--- src/sv/rmmmv_pkg.sv ---
// rmmmv_pkg: shared constants and types for the running statistics block
// no dependencies

package rmmmv_pkg;

  localparam int LANES       = 4;
  localparam int LANE_BITS   = 2;
  localparam int COUNT_BITS  = 32;
  localparam int VAR_BITS    = 48;
  localparam int MUL_A_BITS  = 49;
  localparam int MUL_B_BITS  = 32;
  localparam int DIV_N_BITS  = 82;
  localparam int DIV_D_BITS  = 32;
  localparam int SQ_LO       = 16;

  typedef enum logic [2:0] {
    ST_IDLE,
    ST_MEAN_MUL,
    ST_MEAN_DIV,
    ST_SQ_OLD,
    ST_SQ_NEW,
    ST_VAR_MUL,
    ST_VAR_DIV,
    ST_OUT
  } state_e;

endpackage

--- src/sv/running_min_max_mean_variance.sv ---
// running_min_max_mean_variance: per-lane running min, max, mean and variance
// depends on rmmmv_pkg, rmmmv_mul and rmmmv_div
//
//   channel | direction | handshake             | payload
//   in      | input     | in_valid_i/in_ready_o | x, y, z, yaw samples
//   out     | output    | out_valid_o/out_ready_i | lane, min, max, mean, variance, count, last
//
// each lane runs through one serial multiplier and one serial divider in turn:
// mean product, mean quotient, two difference squares, variance product and
// variance quotient, for the four lanes of a request one after another.
// the divider, at one quotient bit per cycle over 82 bits, is the slowest unit.
// reset clears count, means and variances at once; no clearing pass.
// a result waits in the output register while the next lane is computed;
// a stalled output holds the sequencer only when the next lane result is ready.

module running_min_max_mean_variance #(
  parameter int SAMPLE_BITS = 32
) (
  input  logic                                    clk_i,
  input  logic                                    rst_ni,
  input  logic                                    in_valid_i,
  output logic                                    in_ready_o,
  input  logic signed [SAMPLE_BITS-1:0]           x_sample_i,
  input  logic signed [SAMPLE_BITS-1:0]           y_sample_i,
  input  logic signed [SAMPLE_BITS-1:0]           z_sample_i,
  input  logic signed [SAMPLE_BITS-1:0]           yaw_sample_i,
  output logic                                    out_valid_o,
  input  logic                                    out_ready_i,
  output logic [rmmmv_pkg::LANE_BITS-1:0]         lane_o,
  output logic signed [SAMPLE_BITS-1:0]           minimum_o,
  output logic signed [SAMPLE_BITS-1:0]           maximum_o,
  output logic signed [SAMPLE_BITS-1:0]           mean_o,
  output logic [rmmmv_pkg::VAR_BITS-1:0]          variance_o,
  output logic [rmmmv_pkg::COUNT_BITS-1:0]        sample_count_o,
  output logic                                    last_o
);

  localparam int SW  = SAMPLE_BITS;
  localparam int PW  = SW + 33;
  localparam int AW  = rmmmv_pkg::MUL_A_BITS;
  localparam int BW  = rmmmv_pkg::MUL_B_BITS;
  localparam int NW  = rmmmv_pkg::DIV_N_BITS;
  localparam int VW  = rmmmv_pkg::VAR_BITS;
  localparam int CB  = rmmmv_pkg::COUNT_BITS;
  localparam int LB  = rmmmv_pkg::LANE_BITS;
  localparam int NL  = rmmmv_pkg::LANES;
  localparam int SQ_LO_C = rmmmv_pkg::SQ_LO;

  rmmmv_pkg::state_e state_q, state_d;

  logic signed [SW-1:0] smp_q  [NL];
  logic signed [SW-1:0] min_q  [NL];
  logic signed [SW-1:0] max_q  [NL];
  logic signed [SW-1:0] mean_q [NL];
  logic [VW-1:0]        var_q  [NL];
  logic [CB-1:0]        count_q, count_d;
  logic [CB-1:0]        m_q;
  logic                 first_q;
  logic [LB-1:0]        lane_q;
  logic                 launched_q, launched_d;

  logic signed [PW-1:0] s_q;
  logic signed [SW-1:0] nm_q;
  logic [AW-1:0]        a_q;
  logic [VW-1:0]        b_q;
  logic [NW-1:0]        vnum_q;

  logic                 out_valid_q;
  logic [LB-1:0]        out_lane_q;
  logic signed [SW-1:0] out_min_q, out_max_q, out_mean_q;
  logic [VW-1:0]        out_var_q;
  logic [CB-1:0]        out_count_q;
  logic                 out_last_q;

  logic                 in_acc, out_load, last_lane;
  logic                 mul_start, mul_done, div_start, div_done;
  logic [AW-1:0]        mul_a;
  logic [BW-1:0]        mul_b;
  logic [AW+BW-1:0]     mul_p;
  logic [NW-1:0]        div_num, div_q;

  logic signed [SW-1:0] cur_x, old_mean;
  logic [SW-1:0]        old_mag;
  logic signed [PW-1:0] prod_s, s_new;
  logic [PW-1:0]        s_abs;
  logic [SW-1:0]        q_mean;
  logic signed [SW:0]   d_old, d_new;
  logic [SW:0]          dm_old, dm_new;
  logic [AW-1:0]        dw_old, dw_new;
  logic [BW-1:0]        sat_old, sat_new;
  logic [VW-1:0]        var_new;

  assign in_acc    = in_valid_i && in_ready_o;
  assign in_ready_o = (state_q == rmmmv_pkg::ST_IDLE);
  assign out_load  = (state_q == rmmmv_pkg::ST_OUT) && (!out_valid_q || out_ready_i);
  assign last_lane = (lane_q == LB'(NL - 1));

  assign cur_x    = smp_q[lane_q];
  assign old_mean = mean_q[lane_q];
  assign old_mag  = old_mean[SW-1] ? SW'(-old_mean) : SW'(old_mean);

  assign prod_s = $signed({1'b0, mul_p[SW+31:0]});
  assign s_new  = (old_mean[SW-1] ? -prod_s : prod_s) + PW'(cur_x);
  assign s_abs  = s_q[PW-1] ? PW'(-s_q) : PW'(s_q);
  assign q_mean = div_q[SW-1:0];

  // difference magnitudes, held at 32 bits before squaring
  assign d_old  = {nm_q[SW-1], nm_q} - {old_mean[SW-1], old_mean};
  assign d_new  = {nm_q[SW-1], nm_q} - {cur_x[SW-1], cur_x};
  assign dm_old = d_old[SW] ? (SW+1)'(-d_old) : (SW+1)'(d_old);
  assign dm_new = d_new[SW] ? (SW+1)'(-d_new) : (SW+1)'(d_new);
  assign dw_old = AW'(dm_old);
  assign dw_new = AW'(dm_new);
  assign sat_old = (|dw_old[AW-1:BW]) ? '1 : dw_old[BW-1:0];
  assign sat_new = (|dw_new[AW-1:BW]) ? '1 : dw_new[BW-1:0];

  assign var_new = (|div_q[NW-1:VW]) ? '1 : div_q[VW-1:0];

  assign count_d = (count_q != '1) ? count_q + 1'b1 : count_q;

  rmmmv_mul #(.AW(AW), .BW(BW)) u_mul (
    .clk_i   (clk_i),
    .rst_ni  (rst_ni),
    .start_i (mul_start),
    .a_i     (mul_a),
    .b_i     (mul_b),
    .done_o  (mul_done),
    .p_o     (mul_p)
  );

  rmmmv_div #(.NW(NW), .DW(CB)) u_div (
    .clk_i   (clk_i),
    .rst_ni  (rst_ni),
    .start_i (div_start),
    .num_i   (div_num),
    .den_i   (count_q),
    .done_o  (div_done),
    .quo_o   (div_q)
  );

  // next state
  always_comb begin
    state_d = state_q;
    unique case (state_q)
      rmmmv_pkg::ST_IDLE:     if (in_acc) state_d = rmmmv_pkg::ST_MEAN_MUL;
      rmmmv_pkg::ST_MEAN_MUL: if (mul_done) state_d = rmmmv_pkg::ST_MEAN_DIV;
      rmmmv_pkg::ST_MEAN_DIV: if (div_done) state_d = rmmmv_pkg::ST_SQ_OLD;
      rmmmv_pkg::ST_SQ_OLD:   if (mul_done) state_d = rmmmv_pkg::ST_SQ_NEW;
      rmmmv_pkg::ST_SQ_NEW:   if (mul_done) state_d = rmmmv_pkg::ST_VAR_MUL;
      rmmmv_pkg::ST_VAR_MUL:  if (mul_done) state_d = rmmmv_pkg::ST_VAR_DIV;
      rmmmv_pkg::ST_VAR_DIV:  if (div_done) state_d = rmmmv_pkg::ST_OUT;
      rmmmv_pkg::ST_OUT: begin
        if (out_load) state_d = last_lane ? rmmmv_pkg::ST_IDLE : rmmmv_pkg::ST_MEAN_MUL;
      end
      default: state_d = rmmmv_pkg::ST_IDLE;
    endcase
  end

  // unit launches and operand selection
  always_comb begin
    mul_start = 1'b0;
    div_start = 1'b0;
    mul_a     = '0;
    mul_b     = '0;
    div_num   = '0;
    unique case (state_q)
      rmmmv_pkg::ST_MEAN_MUL: begin
        mul_start = !launched_q;
        mul_a     = AW'(old_mag);
        mul_b     = m_q;
      end
      rmmmv_pkg::ST_MEAN_DIV: begin
        div_start = !launched_q;
        div_num   = NW'(s_abs);
      end
      rmmmv_pkg::ST_SQ_OLD: begin
        mul_start = !launched_q;
        mul_a     = AW'(sat_old);
        mul_b     = sat_old;
      end
      rmmmv_pkg::ST_SQ_NEW: begin
        mul_start = !launched_q;
        mul_a     = AW'(sat_new);
        mul_b     = sat_new;
      end
      rmmmv_pkg::ST_VAR_MUL: begin
        mul_start = !launched_q;
        mul_a     = a_q;
        mul_b     = m_q;
      end
      rmmmv_pkg::ST_VAR_DIV: begin
        div_start = !launched_q;
        div_num   = vnum_q;
      end
      default: begin
        mul_start = 1'b0;
      end
    endcase
  end

  always_comb begin
    launched_d = launched_q;
    if (mul_start || div_start) launched_d = 1'b1;
    if (mul_done || div_done)   launched_d = 1'b0;
  end

  always_ff @(posedge clk_i or negedge rst_ni) begin
    if (!rst_ni) begin
      state_q     <= rmmmv_pkg::ST_IDLE;
      launched_q  <= 1'b0;
      count_q     <= '0;
      lane_q      <= '0;
      out_valid_q <= 1'b0;
      for (int i = 0; i < NL; i++) begin
        min_q[i]  <= '0;
        max_q[i]  <= '0;
        mean_q[i] <= '0;
        var_q[i]  <= '0;
      end
    end else begin
      state_q    <= state_d;
      launched_q <= launched_d;
      if (in_acc) begin
        count_q <= count_d;
        lane_q  <= '0;
      end
      if (state_q == rmmmv_pkg::ST_VAR_DIV && div_done) begin
        if (first_q || cur_x < min_q[lane_q]) min_q[lane_q] <= cur_x;
        if (first_q || cur_x > max_q[lane_q]) max_q[lane_q] <= cur_x;
        mean_q[lane_q] <= nm_q;
        var_q[lane_q]  <= var_new;
      end
      if (out_load) begin
        lane_q <= last_lane ? '0 : lane_q + 1'b1;
      end
      if (out_load) begin
        out_valid_q <= 1'b1;
      end else if (out_ready_i) begin
        out_valid_q <= 1'b0;
      end
    end
  end

  always_ff @(posedge clk_i) begin
    if (in_acc) begin
      smp_q[0] <= x_sample_i;
      smp_q[1] <= y_sample_i;
      smp_q[2] <= z_sample_i;
      smp_q[3] <= yaw_sample_i;
      first_q  <= (count_q == '0);
      m_q      <= count_d - 1'b1;
    end
    if (state_q == rmmmv_pkg::ST_MEAN_MUL && mul_done) s_q <= s_new;
    if (state_q == rmmmv_pkg::ST_MEAN_DIV && div_done) begin
      nm_q <= s_q[PW-1] ? SW'(-q_mean) : SW'(q_mean);
    end
    if (state_q == rmmmv_pkg::ST_SQ_OLD && mul_done) begin
      a_q <= {1'b0, var_q[lane_q]} + {1'b0, mul_p[VW+SQ_LO_C-1:SQ_LO_C]};
    end
    if (state_q == rmmmv_pkg::ST_SQ_NEW && mul_done) b_q <= mul_p[VW+SQ_LO_C-1:SQ_LO_C];
    if (state_q == rmmmv_pkg::ST_VAR_MUL && mul_done) begin
      vnum_q <= {1'b0, mul_p} + NW'(b_q);
    end
    if (out_load) begin
      out_lane_q  <= lane_q;
      out_min_q   <= min_q[lane_q];
      out_max_q   <= max_q[lane_q];
      out_mean_q  <= mean_q[lane_q];
      out_var_q   <= var_q[lane_q];
      out_count_q <= count_q;
      out_last_q  <= last_lane;
    end
  end

  assign out_valid_o    = out_valid_q;
  assign lane_o         = out_lane_q;
  assign minimum_o      = out_min_q;
  assign maximum_o      = out_max_q;
  assign mean_o         = out_mean_q;
  assign variance_o     = out_var_q;
  assign sample_count_o = out_count_q;
  assign last_o         = out_last_q;

endmodule

--- src/sv/rmmmv_mul.sv ---
// rmmmv_mul: shift-add multiplier, one multiplier bit per cycle
// depends on nothing but its parameters

module rmmmv_mul #(
  parameter int AW = 49,
  parameter int BW = 32
) (
  input  logic             clk_i,
  input  logic             rst_ni,
  input  logic             start_i,
  input  logic [AW-1:0]    a_i,
  input  logic [BW-1:0]    b_i,
  output logic             done_o,
  output logic [AW+BW-1:0] p_o
);

  localparam int CW = $clog2(BW + 1);

  logic [AW-1:0] a_q;
  logic [AW-1:0] acc_q, acc_d;
  logic [BW-1:0] b_q, b_d;
  logic [CW-1:0] cnt_q;
  logic          busy_q;
  logic          done_q;
  logic [AW:0]   sum;

  assign sum   = {1'b0, acc_q} + (b_q[0] ? {1'b0, a_q} : '0);
  assign acc_d = sum[AW:1];
  assign b_d   = {sum[0], b_q[BW-1:1]};

  always_ff @(posedge clk_i or negedge rst_ni) begin
    if (!rst_ni) begin
      busy_q <= 1'b0;
      done_q <= 1'b0;
      cnt_q  <= '0;
    end else begin
      done_q <= 1'b0;
      if (start_i) begin
        busy_q <= 1'b1;
        cnt_q  <= '0;
      end else if (busy_q) begin
        cnt_q <= cnt_q + 1'b1;
        if (cnt_q == CW'(BW - 1)) begin
          busy_q <= 1'b0;
          done_q <= 1'b1;
        end
      end
    end
  end

  always_ff @(posedge clk_i) begin
    if (start_i) begin
      a_q   <= a_i;
      b_q   <= b_i;
      acc_q <= '0;
    end else if (busy_q) begin
      acc_q <= acc_d;
      b_q   <= b_d;
    end
  end

  assign done_o = done_q;
  assign p_o    = {acc_q, b_q};

endmodule

--- src/sv/rmmmv_div.sv ---
// rmmmv_div: restoring divider, one quotient bit per cycle
// depends on nothing but its parameters; the divisor must be non-zero

module rmmmv_div #(
  parameter int NW = 82,
  parameter int DW = 32
) (
  input  logic          clk_i,
  input  logic          rst_ni,
  input  logic          start_i,
  input  logic [NW-1:0] num_i,
  input  logic [DW-1:0] den_i,
  output logic          done_o,
  output logic [NW-1:0] quo_o
);

  localparam int CW = $clog2(NW + 1);

  logic [NW-1:0] num_q;
  logic [DW-1:0] den_q;
  logic [DW-1:0] rem_q, rem_d;
  logic [DW:0]   trial;
  logic [DW:0]   diff;
  logic          qbit;
  logic [CW-1:0] cnt_q;
  logic          busy_q;
  logic          done_q;

  assign trial = {rem_q, num_q[NW-1]};
  assign diff  = trial - {1'b0, den_q};
  assign qbit  = (trial >= {1'b0, den_q});
  assign rem_d = qbit ? diff[DW-1:0] : trial[DW-1:0];

  always_ff @(posedge clk_i or negedge rst_ni) begin
    if (!rst_ni) begin
      busy_q <= 1'b0;
      done_q <= 1'b0;
      cnt_q  <= '0;
    end else begin
      done_q <= 1'b0;
      if (start_i) begin
        busy_q <= 1'b1;
        cnt_q  <= '0;
      end else if (busy_q) begin
        cnt_q <= cnt_q + 1'b1;
        if (cnt_q == CW'(NW - 1)) begin
          busy_q <= 1'b0;
          done_q <= 1'b1;
        end
      end
    end
  end

  always_ff @(posedge clk_i) begin
    if (start_i) begin
      num_q <= num_i;
      den_q <= den_i;
      rem_q <= '0;
    end else if (busy_q) begin
      num_q <= {num_q[NW-2:0], qbit};
      rem_q <= rem_d;
    end
  end

  assign done_o = done_q;
  assign quo_o  = num_q;

endmodule

--- config.mk ---
export PLATFORM = sky130hd
export DESIGN_NAME = running_min_max_mean_variance
export DESIGN_NICKNAME = d
export VERILOG_FILES = /design/src/sv/rmmmv_pkg.sv /design/src/sv/running_min_max_mean_variance.sv /design/src/sv/rmmmv_mul.sv /design/src/sv/rmmmv_div.sv
export SDC_FILE = /design/constraint.sdc
export NUM_CORES = 2
export LEC_CHECK = 0
export ABC_AREA = 1
export BUFFER_PORTS_ARGS = -buffer_cell sky130_fd_sc_hd__buf_2
export CORE_AREA = 8 8 487 489
export CTS_BUF_LIST = sky130_fd_sc_hd__clkbuf_8
export DETAILED_ROUTE_END_ITERATION = 8
export DIE_AREA = 0 0 495 497
export MAX_ROUTING_LAYER = met4
export SETUP_SLACK_MARGIN = 0.1
export SLEW_MARGIN = 30
export SYNTH_ARGS = -nofsm -noshare
export SYNTH_HDL_FRONTEND = slang
export SYNTH_SLANG_ARGS = --single-unit
--- constraint.sdc ---
create_clock -name clk_i -period 11.6 [get_ports clk_i]
set_input_delay 1.16 -clock clk_i [delete_from_list [all_inputs] [get_ports clk_i]]
set_output_delay 1.16 -clock clk_i [all_outputs]
set_load 0.005 [all_outputs]
After elaboration in Yosys (flattened, before gate mapping)

Memories as Yosys holds them, arrays and structs flattened.
Index checks and enable logic that the tools add are counted.

Register bits: 1396
Bits in writable memories: 128
Input port bits: 132
Output and inout bits: 181
Memories kept: 1

Memory list:

| memory | depth | width | read ports | clocked after Yosys merged registers in | wr ports | line                                | text |
|---|---|---|---|---|---|---|---|
| smp_q  | 4     | 32    | 1          | 0                                       | 4        | running_min_max_mean_variance.sv:51 | `logic signed [SW-1:0] smp_q [NL];` |

Add/sub/neg operators: 18
$lt $le $gt $ge: 5
Eq/ne operators: 19
Muxes and demuxes: 76
Bitwise gates (word level): 1
Reduce and logical (&&, ||, !) cells: 30

Operators by type and width:

| cell                                           | number |
|---|---|
| 32-bit two-way mux                             | 15 |
| 128-bit bitwise mux                            | 3 |
| 49-bit one-hot mux with 4 select lines         | 1 |
| 32-bit binary-select mux with 2-bit select     | 3 |
| 192-bit bitwise mux                            | 1 |
| 48-bit two-way mux                             | 4 |
| 82-bit two-way mux                             | 2 |
| 82-bit one-hot mux with 2 select lines         | 1 |
| 65-bit two-way mux                             | 2 |
| 48-bit binary-select mux with 2-bit select     | 1 |
| 48-bit demux with 2-bit select                 | 1 |
| 32-bit one-hot mux with 3 select lines         | 1 |
| 81-bit by 48-bit adder with 82-bit output      | 1 |
| 33-bit two-way mux                             | 2 |
| 33-bit negator                                 | 2 |
| 32-bit by 32-bit subtractor with 33-bit output | 2 |
| 65-bit by 32-bit adder with 65-bit output      | 1 |
| 64-bit negator with 65-bit output              | 1 |
| 65-bit negator                                 | 1 |
| 32-bit demux with 2-bit select                 | 1 |
| 32-bit negator                                 | 2 |
| 49-bit by 50-bit adder with 50-bit output      | 1 |
| 48-bit by 48-bit adder with 49-bit output      | 1 |
| 49-bit two-way mux                             | 1 |
| 38 further kinds                               | 98 |

Logic depth before layout (Yosys ltp)

Word-level depth: 10
Mapped depth: 33

Cells and area by module

From an unflattened synthesis, not the netlist that was laid out.

Cell total of the unflattened synthesis: 12595
Area total of the unflattened synthesis: 95730.6 µm²

By module, submodules not included:

| module                        | instances | cells each | area an instance (µm²) | sequential area each (µm²) |
|---|---|---|---|---|
| running_min_max_mean_variance | 1         | 9887       | 76877.5                | 33887.5 |
| rmmmv_mul                     | 1         | 1492       | 9751.9                 | 3613.5 |
| rmmmv_div                     | 1         | 1216       | 9101.2                 | 4289.1 |

Worst setup path after synthesis

Ideal clock, no wire load.

Path kind: in2reg
Start: input port out_ready_i
End: register out_lane_q[0] (netlist: lane_o[0]) (enable)
Arrival: 8.672 ns
Data required time: 10.876 ns
Setup slack: 2.204 ns
Stages on the path: 2
Buffers on the path: 0
Cell sequence: nor2_1 -> nor2_1

Word-level cells in the longest chain between the ends: 2

RTL lines:

| what                   | line                                 | text |
|---|---|---|
| start: declaration     | running_min_max_mean_variance.sv:28  | `input logic out_ready_i,` |
| 1-bit logical OR       | running_min_max_mean_variance.sv:95  | `assign out_load = (state_q == rmmmv_pkg::ST_OUT) && (!out_valid_q \|\| out_ready_i);` |
| 1-bit logical AND      | running_min_max_mean_variance.sv:95  |  |
| named net out_load     | running_min_max_mean_variance.sv:75  | `logic in_acc, out_load, last_lane;` |
| end signal: assignment | running_min_max_mean_variance.sv:265 | `out_lane_q <= lane_q;` |
| end: declaration       | running_min_max_mean_variance.sv:69  | `logic [LB-1:0] out_lane_q;` |

The timed path passes the listed nets, and every way through them passes these cells.
A chain may end at the register's enable or synchronous reset.

Worst setup path after layout

Start: register lane_q[0]
End: register s_q[36], data pin

Word-level cells in the longest chain between the ends: 6
Elaborated cells between the ends (all ways): 7
Classes of those cells: add/sub (1); mux (4); bitwise (1); memory (1)

RTL lines:

| what                                                   | line                                 | text |
|---|---|---|
| start: declaration                                     | running_min_max_mean_variance.sv:59  | `logic [LB-1:0] lane_q;` |
| start signal: assignment                               | running_min_max_mean_variance.sv:234 | `lane_q <= last_lane ? '0 : lane_q + 1'b1;` |
| 2-bit inverter with 3-bit output (implied by the code) | running_min_max_mean_variance.sv:99  | `assign old_mean = mean_q[lane_q];` |
| 32-bit binary-select mux with 2-bit select             | running_min_max_mean_variance.sv:99  |  |
| 32-bit two-way mux (implied by the code) (2 in a row)  | running_min_max_mean_variance.sv:99  |  |
| 65-bit two-way mux                                     | running_min_max_mean_variance.sv:103 | `assign s_new = (old_mean[SW-1] ? -prod_s : prod_s) + PW'(cur_x);` |
| 65-bit by 32-bit adder with 65-bit output *            | running_min_max_mean_variance.sv:103 |  |
| named net s_new[36]                                    | running_min_max_mean_variance.sv:84  | `logic signed [PW-1:0] prod_s, s_new;` |
| end signal: assignment                                 | running_min_max_mean_variance.sv:253 | `if (state_q == rmmmv_pkg::ST_MEAN_MUL && mul_done) s_q <= s_new;` |
| end: declaration                                       | running_min_max_mean_variance.sv:62  | `logic signed [PW-1:0] s_q;` |

The timed path passes the listed nets; every way through them passes the cells marked *. The select of a mux whose other input is x is not followed.

==> qor_table.md <==
| Metric | This run |
|---|---|
| Count of unresolved DRC violations after routing | 0 |
| Maximum buffer depth of the clock tree | 4 |
| Overall Global Routing Usage | 30.4% |
| Register-to-register setup slack | 4.83 ns |
| Net load switching power | 3.34 mW |
| Share of post-route cells with drive strength above 1 | 8.64% |
| Worst-case setup margin in the final layout | 4.83 ns |
| CTS tree | done |
| Outcome | finished, final reports clean |
| Via count of the first global-routing pass | 80,600 |
| Via count normalized by instance count | 5.61 |
| Cell Int Power | 8.86 mW |
| Count of antenna-violating nets left after detailed routing | 0 |
| Combinational fraction of design power | 10.1% |
| Area inside the core boundary | 229,000 sq um |
| Most common library cell in the layout ignoring fill and taps | nand2_1 |
| Net switching share of the total power | 27.3% |
| Total of endpoints with negative setup slack in the final report | 0 |
| Worst-case headroom to the max-slew limit | 23.4% |
| Share of synthesized flip-flops with an asynchronous set or reset | 41.5% |
| Number of register bits inferred by synthesis | 1,524 |
| Dominant register cell in the synthesized netlist | edfxtp_1 |
| Number of instances in the synthesized netlist | 11,600 |
| 1st-iter DRT viols | 9,048 |
| Min-delay worst type | in -> async |
| Worst-case hold slack | 0.0864 ns |
| Net count after synthesis | 12,100 |
| Area of all placed cells without fillers | 102,000 sq um |
| Largest net degree at the start of global routing | 155 |
| Portion of total power attributed to the clock network | 43.1% |
| Synth Area per Inst | 7.91 sq um |
| Insertion delay of the later-clocked pin in the worst-skew pair | 1.07 ns |
| Number of resized instances in the post-cts repair step | 0 |
| Initial core utilization | 39.9% |
| Die ar. | 246,000 sq um |
| Port Buffers | 312 |
| Startpoint of the lowest-slack register-to-register path | lane_q[0]$_DFFE_PN0P_ |
| Via Count | 85,200 |
| Netlist cell types | 69 |
| Number of antenna violations at the first check in global routing | 28 |
| Top-Level Pins | 313 |
| Height of the chip | 497 microns |
| Area of placed instances | 96,300 sq um |
| Startpoint kind of the worst setup timing path | flop |
| Post-synth design cell area | 91,400 sq um |
| Number of buffers created by CTS | 298 |
| Wire length of the first global-routing pass | 547 mm |
| Clock Skews | 0.0884 ns |
| Final hold violation count | 0 |
| Buffers inserted by post-CTS timing repair | 0 |
| Routed wire length per instance | 24.9 microns |
| CTS sink count | 1,524 |
| Min cycle time layout | 6.77 ns |
| Number of detailed-routing iterations run before antenna repair | 6 |
| Power per cell area | 120 nW/um^2 |
| Worst path arrival time | 7.53 ns |
| Routability cong. | 1.04 |
| DP HPWL | 287 mm |
| Required time of the critical path | 12.36 ns |
| Endpoint of the lowest-slack register-to-register path | s_q[36]$_DFFE_PP_ |
| Type of destination of the critical path | flop |
| Post-Place Setup Slack | 4.84 ns |
| Static leakage | 47.0 nW |
| Yosys warnings | 0 |
| Max VDD drop | 0.105 mV |
| CP Class | reg -> reg |
| Routed WL | 379 mm |
| Most frequent cells in the layout | nand2_1 (3,454), inv_1 (1,413), nor2_1 (899) |
| Grt total ovfl | 0 |
| Max-cap violations | 0 |
| Unrepaired setup endpoints after global routing | no |
| Library cell used as clock root buffer | clkbuf_8 |
| Portion of the post-synthesis area used by sequential elements | 45.7% |
| Post-cts hold buffer count | 0 |
| Max Slew Vio Count | 0 |
| Critical-path maximum fanout | 109 |
| Worst Max-Slew Pin Slew | 1.15 ns |
| CTS H-tree depth | 5 |
| Row Count | 176 |
| Setup Total Neg Slack | 0 ns |
| Achievable clock frequency | 148 MHz |
| Reg2reg path depth | 21 |
| Clock transition at path regs | 0.06 ns |
| Power share of the sequential group | 46.8% |
| Die Wd | 495 microns |
| EDFF count, synth | 811 |
| NumNets Final | 12,400 |
| Crit share post-route | 58.3% |
| Area growth syn-to-layout | 11.7% |
## power groups by stage
stage,clock network (mW),logic (mW),registers [mW]
after floorplan,0,0.707,5.81
after global placement,0,1.20,5.82
after detailed placement,0,1.19,5.82
after CTS,5.36,1.21,5.71
after global routing,5.59,1.32,5.71
final,5.25,1.23,5.71
## worst max path at each step
stage                          start  cells past startpoint  slack, ns                 endpoint
2_1_floorplan            out_ready_i                      2       2.20      lane_o[0]$_DFFE_PP_
3_3_place_gp   lane_q[0]$_DFFE_PN0P_                     20       4.83  u_mul.b_q[25]$_DFFE_PP_
3_5_place_dp   lane_q[0]$_DFFE_PN0P_                     21       4.84        s_q[36]$_DFFE_PP_
4_1_cts        lane_q[0]$_DFFE_PN0P_                     21       4.83        s_q[36]$_DFFE_PP_
5_1_grt        lane_q[0]$_DFFE_PN0P_                     23       4.44   u_mul.b_q[7]$_DFFE_PP_
6_report       lane_q[0]$_DFFE_PN0P_                     21       4.83        s_q[36]$_DFFE_PP_
## area by class of cell
class	count	area [sq um]
fill	23000	127000
multi-input combinational	8283	43000
sequential	1524	41800
inverter	1362	5140
clock buffer	337	4640
tap	3026	3790
timing repair buffer	448	2680
clock inverter	174	946
antenna	19	47.5
## synth_stat cells (8+ instances only)
master / instances / area (sq um)
a221oi_1: 8 / 70.1
o211ai_1: 93 / 698
a21boi_0: 20 / 150
o21ai_1: 13 / 65.1
dfrtp_1: 632 / 15800
nor3_1: 124 / 621
clkbuf_1: 244 / 916
o221ai_1: 25 / 219
nor2_2: 34 / 213
buf_6: 11 / 124
a22oi_1: 8 / 60.1
and3_1: 10 / 62.6
and2_1: 11 / 68.8
a21oi_1: 640 / 3200
nand3_2: 18 / 180
o21bai_1: 45 / 338
o21a_1: 34 / 255
buf_1: 48 / 180
o22ai_1: 52 / 325
nor2_1: 914 / 3430
or2_2: 17 / 106
clkinv_1: 10 / 37.5
buf_4: 10 / 75.1
xor2_1: 307 / 2690
o21ai_0: 779 / 3900
edfxtp_1: 811 / 24400
inv_2: 26 / 97.6
a31oi_1: 91 / 569
a32oi_1: 96 / 841
nand2_2: 29 / 181
nor4_1: 86 / 538
dfxtp_1: 81 / 1620
a22o_1: 12 / 105
inv_1: 1326 / 4980
buf_2: 76 / 380
a21o_1: 36 / 270
nand3_1: 572 / 2860
xnor2_1: 130 / 1140
nand3b_1: 25 / 188
nand2_1: 3465 / 13000
ha_1: 385 / 4820
nand4_1: 119 / 744
## routing by layer
metal  track usage [%]  part of all wire (%)  up-vias
met5                 -                     0        -
met4              12.1                   4.6        0
met3              5.42                   8.9      749
met2              46.0                    44     4023
met1              40.7                    42    41300
li1                  -                     -    39100
## worst max-delay path: stages (launching register included)
cell      delay (ns)
dfrtp_4         0.75
inv_8           0.35
nand2_1         0.15
nand3_1         0.09
nand2_2         0.09
buf_4           0.52
inv_2           0.40
buf_4           0.40
o21ai_0         0.62
fa_1            0.35
nand3_1         0.08
nand2_1         0.11
a21oi_1         0.11
o21ai_0         0.49
a21boi_0        0.29
inv_1           0.25
nand2_1         0.08
nand2_1         0.23
a21oi_1         0.15
o21ai_0         0.50
a21oi_1         0.20
xnor2_1         0.17
## cells by family (layout without fill, tap and decap cells)
kind of cell               after synthesis  in the layout  share of synthesized area, %
DFF                                   1524           1524                          45.7
adders and majority gates              392            392                          5.43
AOI/OAI and AO/OA                     2010           2010                          12.7
other                                    0             19                             0
and+or+nand+nor                       5444           5444                          24.5
xor gates and xnor gates               437            437                          4.19
buffers and inverters                 1751           2321                          7.43
## registers in the layout, indices dropped and copies added, names as in the netlist, 48 cells and up
register     cells
variance_o      48
max_q          128
a_q             49
smp_q          128
b_q             48
s_q             65
min_q          128
u_div.quo_o     82
mean_q         128
u_mul.acc_q     49
var_q          192
vnum_q          82
u_mul.a_q       49
## metrics by stage
stage | utilization [%] | cells | power, mW
final | 44.6 | 15200 | 12.2
after global routing | 44.6 | 15200 | 12.6
after CTS | 44.5 | 15200 | 12.3
after detailed placement | 42.1 | 14600 | 7.01
after global placement | 42.0 | 14600 | 7.01
after floorplan | - | 11600 | 6.52
Note: power is estimated with default switching activity, not from simulation.
